File: config.mk
export PLATFORM = sky130hd
export DESIGN_NAME = bba_ram
export DESIGN_NICKNAME = d
export VERILOG_FILES = /design/src/rtl/core/bba_ram.sv
export SDC_FILE = /design/constraint.sdc
export NUM_CORES = 1
export LEC_CHECK = 0
export BUFFER_PORTS_ARGS = -buffer_cell sky130_fd_sc_hd__buf_4
export CORE_ASPECT_RATIO = 0.8
export CORE_MARGIN = 3
export CORE_UTILIZATION = 42
export CTS_BUF_LIST = sky130_fd_sc_hd__clkbuf_16
export DETAILED_ROUTE_END_ITERATION = 12
export GPL_ROUTABILITY_DRIVEN = 0
export HOLD_SLACK_MARGIN = 0.05
export PLACE_DENSITY = 0.7
export RECOVER_POWER = 25
export SLEW_MARGIN = 20
export SYNTH_ARGS = -nofsm -noshare
export SYNTH_HDL_FRONTEND = slang
export SYNTH_SLANG_ARGS = --single-unit
File: constraint.sdc
create_clock -name clk -period 2.15 [get_ports clk]
set_input_delay 0.43 -clock clk [delete_from_list [all_inputs] [get_ports clk]]
set_output_delay 0.43 -clock clk [all_outputs]
set_load 0.05 [all_outputs]
File: src/rtl/core/bba_ram.sv
// ---------------------------------------------------------------------------
// bba_ram
// Generic single-write, single-read RAM with registered read data.
// ---------------------------------------------------------------------------
module bba_ram #(
    parameter int WIDTH = 8,
    parameter int DEPTH = 16,
    localparam int AW = $clog2(DEPTH)
) (
    input  logic             clk,
    input  logic             we,
    input  logic [AW-1:0]    waddr,
    input  logic [WIDTH-1:0] wdata,
    input  logic [AW-1:0]    raddr,
    output logic [WIDTH-1:0] rdata
);

    logic [WIDTH-1:0] mem [DEPTH];

    always_ff @(posedge clk)
    begin
        if (we)
        begin
            mem[waddr] <= wdata;
        end
        rdata <= mem[raddr];
    end

endmodule

==> impl_metrics.json <==
{
  "wl_met1_um": 4540,
  "cts_root_buffer": "clkbuf_16",
  "yosys.area.top_type": "edfxtp_1",
  "ys_types": 19,
  "wirelength_um": 9700,
  "drcViolationCount": 0,
  "final-hold-violation-count": 0,
  "slew_headroom_pct": 54.8,
  "core-area_um2": 11700,
  "final_cell_mix": "edfxtp_1 (128), buf_4 (39), mux4_2 (18)",
  "ys_top_cells_by_area": "edfxtp_1 (75%), mux4_2 (7.9%), mux4_1 (7.1%), dfxtp_1 (3.1%), a22oi_1 (2.3%)",
  "r2r_cells": 3,
  "power_frac_seq_pct": 47.6,
  "cts_setup_buffers": 0,
  "die_h_um": 105,
  "min_path_cells": 1,
  "rr_startpoint": "mem[1][0]",
  "area_growth_syn_to_layout_pct": 20.3,
  "n_antenna_cell": 0,
  "max_stage_delay_ns": 0.57,
  "sw_frac_of_total_pct": 19.9,
  "slew_viol_final": 0,
  "worst_slack_ns": 0.662,
  "fin_crit_sh_pct": 69.2,
  "cts_tree": "built",
  "syn-cell-area_um2": 5150,
  "pwr-share-comb_pct": 5.5,
  "leakagePower_uw": 0.00211,
  "crit_path_max_fanout": 12,
  "synth_cells": 229,
  "die_area_um2": 13600,
  "firstDrtPassIters": 4,
  "drive_gt1_share_pct": 30.0,
  "fillers": 930,
  "antenna_left": 0,
  "ys_warn_count": 0,
  "r2r-end": "rdata[0]",
  "wl_per_cell_um": 21.8,
  "crit_path_end_kind": "register",
  "io_buffers": 25,
  "cp.required_ns": 2.45,
  "cts_sinks": 136,
  "grt_pass1_wl_um": 15500,
  "path_class": "input pin to register",
  "mostFrequentLayoutCell": "edfxtp_1",
  "clk_latency_ns": 0.41,
  "worstPathCellList": "buf_4 -> buf_12 -> mux4_1 -> a22oi_1 -> nand2_1",
  "rows": 35,
  "setup_tns_ns": 0,
  "p_switching_uw": 1250,
  "cts_buffers": 17,
  "fmaxAchievable_mhz": 672,
  "fp.dieW_um": 130,
  "grt_start_max_net_pins": 33,
  "critPathSlowestCell": "mux4_1",
  "grt.overflow.total": 0,
  "routed-wl-met3_um": 586,
  "cts_resized": 0,
  "avgSynthCellArea_um2": 22.5,
  "num-nets-final": 302,
  "grt_pass1_vias": 2594,
  "tightest_slew_ns": 0.679,
  "cts.htree.levels": 4,
  "critical_path.top_delay_family": "multiplexers",
  "hold_start": "wdata[1]",
  "hpwlAfterDp_um": 6440,
  "io_pins": 26,
  "grt_use_total_pct": 16.0,
  "rsz0062_at_grt": "no",
  "maxCapViolCount": 0,
  "power.share.clock_pct": 46.9,
  "p_int_uw": 5020,
  "hp-class": "input pin to register",
  "avgViaCountPerCell": 5.47,
  "syn_nets": 247,
  "wl_met2_um": 4490,
  "antenna_found_initial": 1,
  "total_power_uw": 6270,
  "power.density_nw_per_um2": 1010,
  "critPathLaunchType": "input pin",
  "fin_skew_ns": 0.00809,
  "drt_iter0_markers": 190,
  "status": "completed",
  "hold_end": "mem[3][1]",
  "seq_area_frac_synth_pct": 77.8,
  "ys_seq_elements": 136,
  "ir_drop_mv": 0.564,
  "period_needed_ns": 1.49,
  "place_ws_ns": 0.190,
  "start_util_pct": 43.9,
  "cts_buffer_depth": 2,
  "crit_buf_inv": 2,
  "worst-endpoint-arrival_ns": 1.78,
  "ctsHoldBuffers": 0,
  "dr.max_layer_used": "met5",
  "yosys.area.top_type_share_pct": 74.7,
  "via_count": 2432,
  "path_clk_slew_ns": 0.06,
  "setup_viol": 0,
  "ff2ff_setup_slack_ns": 0.80
}
[registers in the layout, indices dropped and copies added (netlist names)]
signal / cells
mem: 128
rdata: 8
[per-stage QoR]
stage	hold slack, ns	util [%]	area, um^2	std cells
3_3_place_gp	0.646	47.8	5600	413
6_report	0.339	52.8	6190	445
2_1_floorplan	0.529	-	5150	229
3_5_place_dp	0.664	47.8	5600	413
5_1_grt	0.357	52.8	6190	445
4_1_cts	0.311	53.0	6220	445
[power groups by stage]
stage               registers (uW)  logic (uW)  clock network, uW
floorplan                     3090         150                  0
global placement              3040         343                  0
detailed placement            3040         353                  0
CTS                           2990         354               3000
global route                  2990         371               3140
finish                        2990         343               2940
[logic make-up (layout without fill, tap and decap cells)]
group           after synthesis  after routing  share of synthesized area (%)
compound gates               16             16                           2.33
mux                          32             32                           15.0
flops                       136            136                           77.8
buf+inv                      10             78                           1.68
simple gates                 35             35                           3.18
[metal layers]
metal	global-route usage (%)	vias to the layer above
met3	6.18	14
met2	22.3	60
met5	0	-
met4	4.90	2
li1	-	1085
met1	23.4	1271
[cell usage after synthesis, drive strengths merged]
library cell	n
buf	7
nand3	1
nand2b	2
or3b	1
nand2	9
and2b	1
edfxtp	128
nor3	4
mux4	32
nor2	13
nor2b	1
and2	1
a22oi	16
dfxtp	8
clkdlybuf4s25	3
nand3b	2
[cell type report]
type                    count  area, um^2  share of cell area (%)
multi-input cells          83        1060                    17.1
well taps                 148         185                    2.99
repair buffers             46         335                    5.41
flip-flops and latches    136        4000                    64.6
clock buffers              17         425                    6.87
clock inverters            15         186                    3.01
[worst max-delay path by stage]
stage | startpoint | end | slack, ns | cells after the start
2_1_floorplan | waddr[2] | mem[0][0] | 0.23 | 2
3_3_place_gp | raddr[0] | rdata[0] | 0.23 | 5
3_5_place_dp | raddr[0] | rdata[0] | 0.19 | 5
4_1_cts | raddr[0] | rdata[0] | 0.63 | 5
5_1_grt | raddr[0] | rdata[4] | 0.56 | 5
6_report | raddr[0] | rdata[0] | 0.66 | 5
Power figures use the tool's default switching activity.
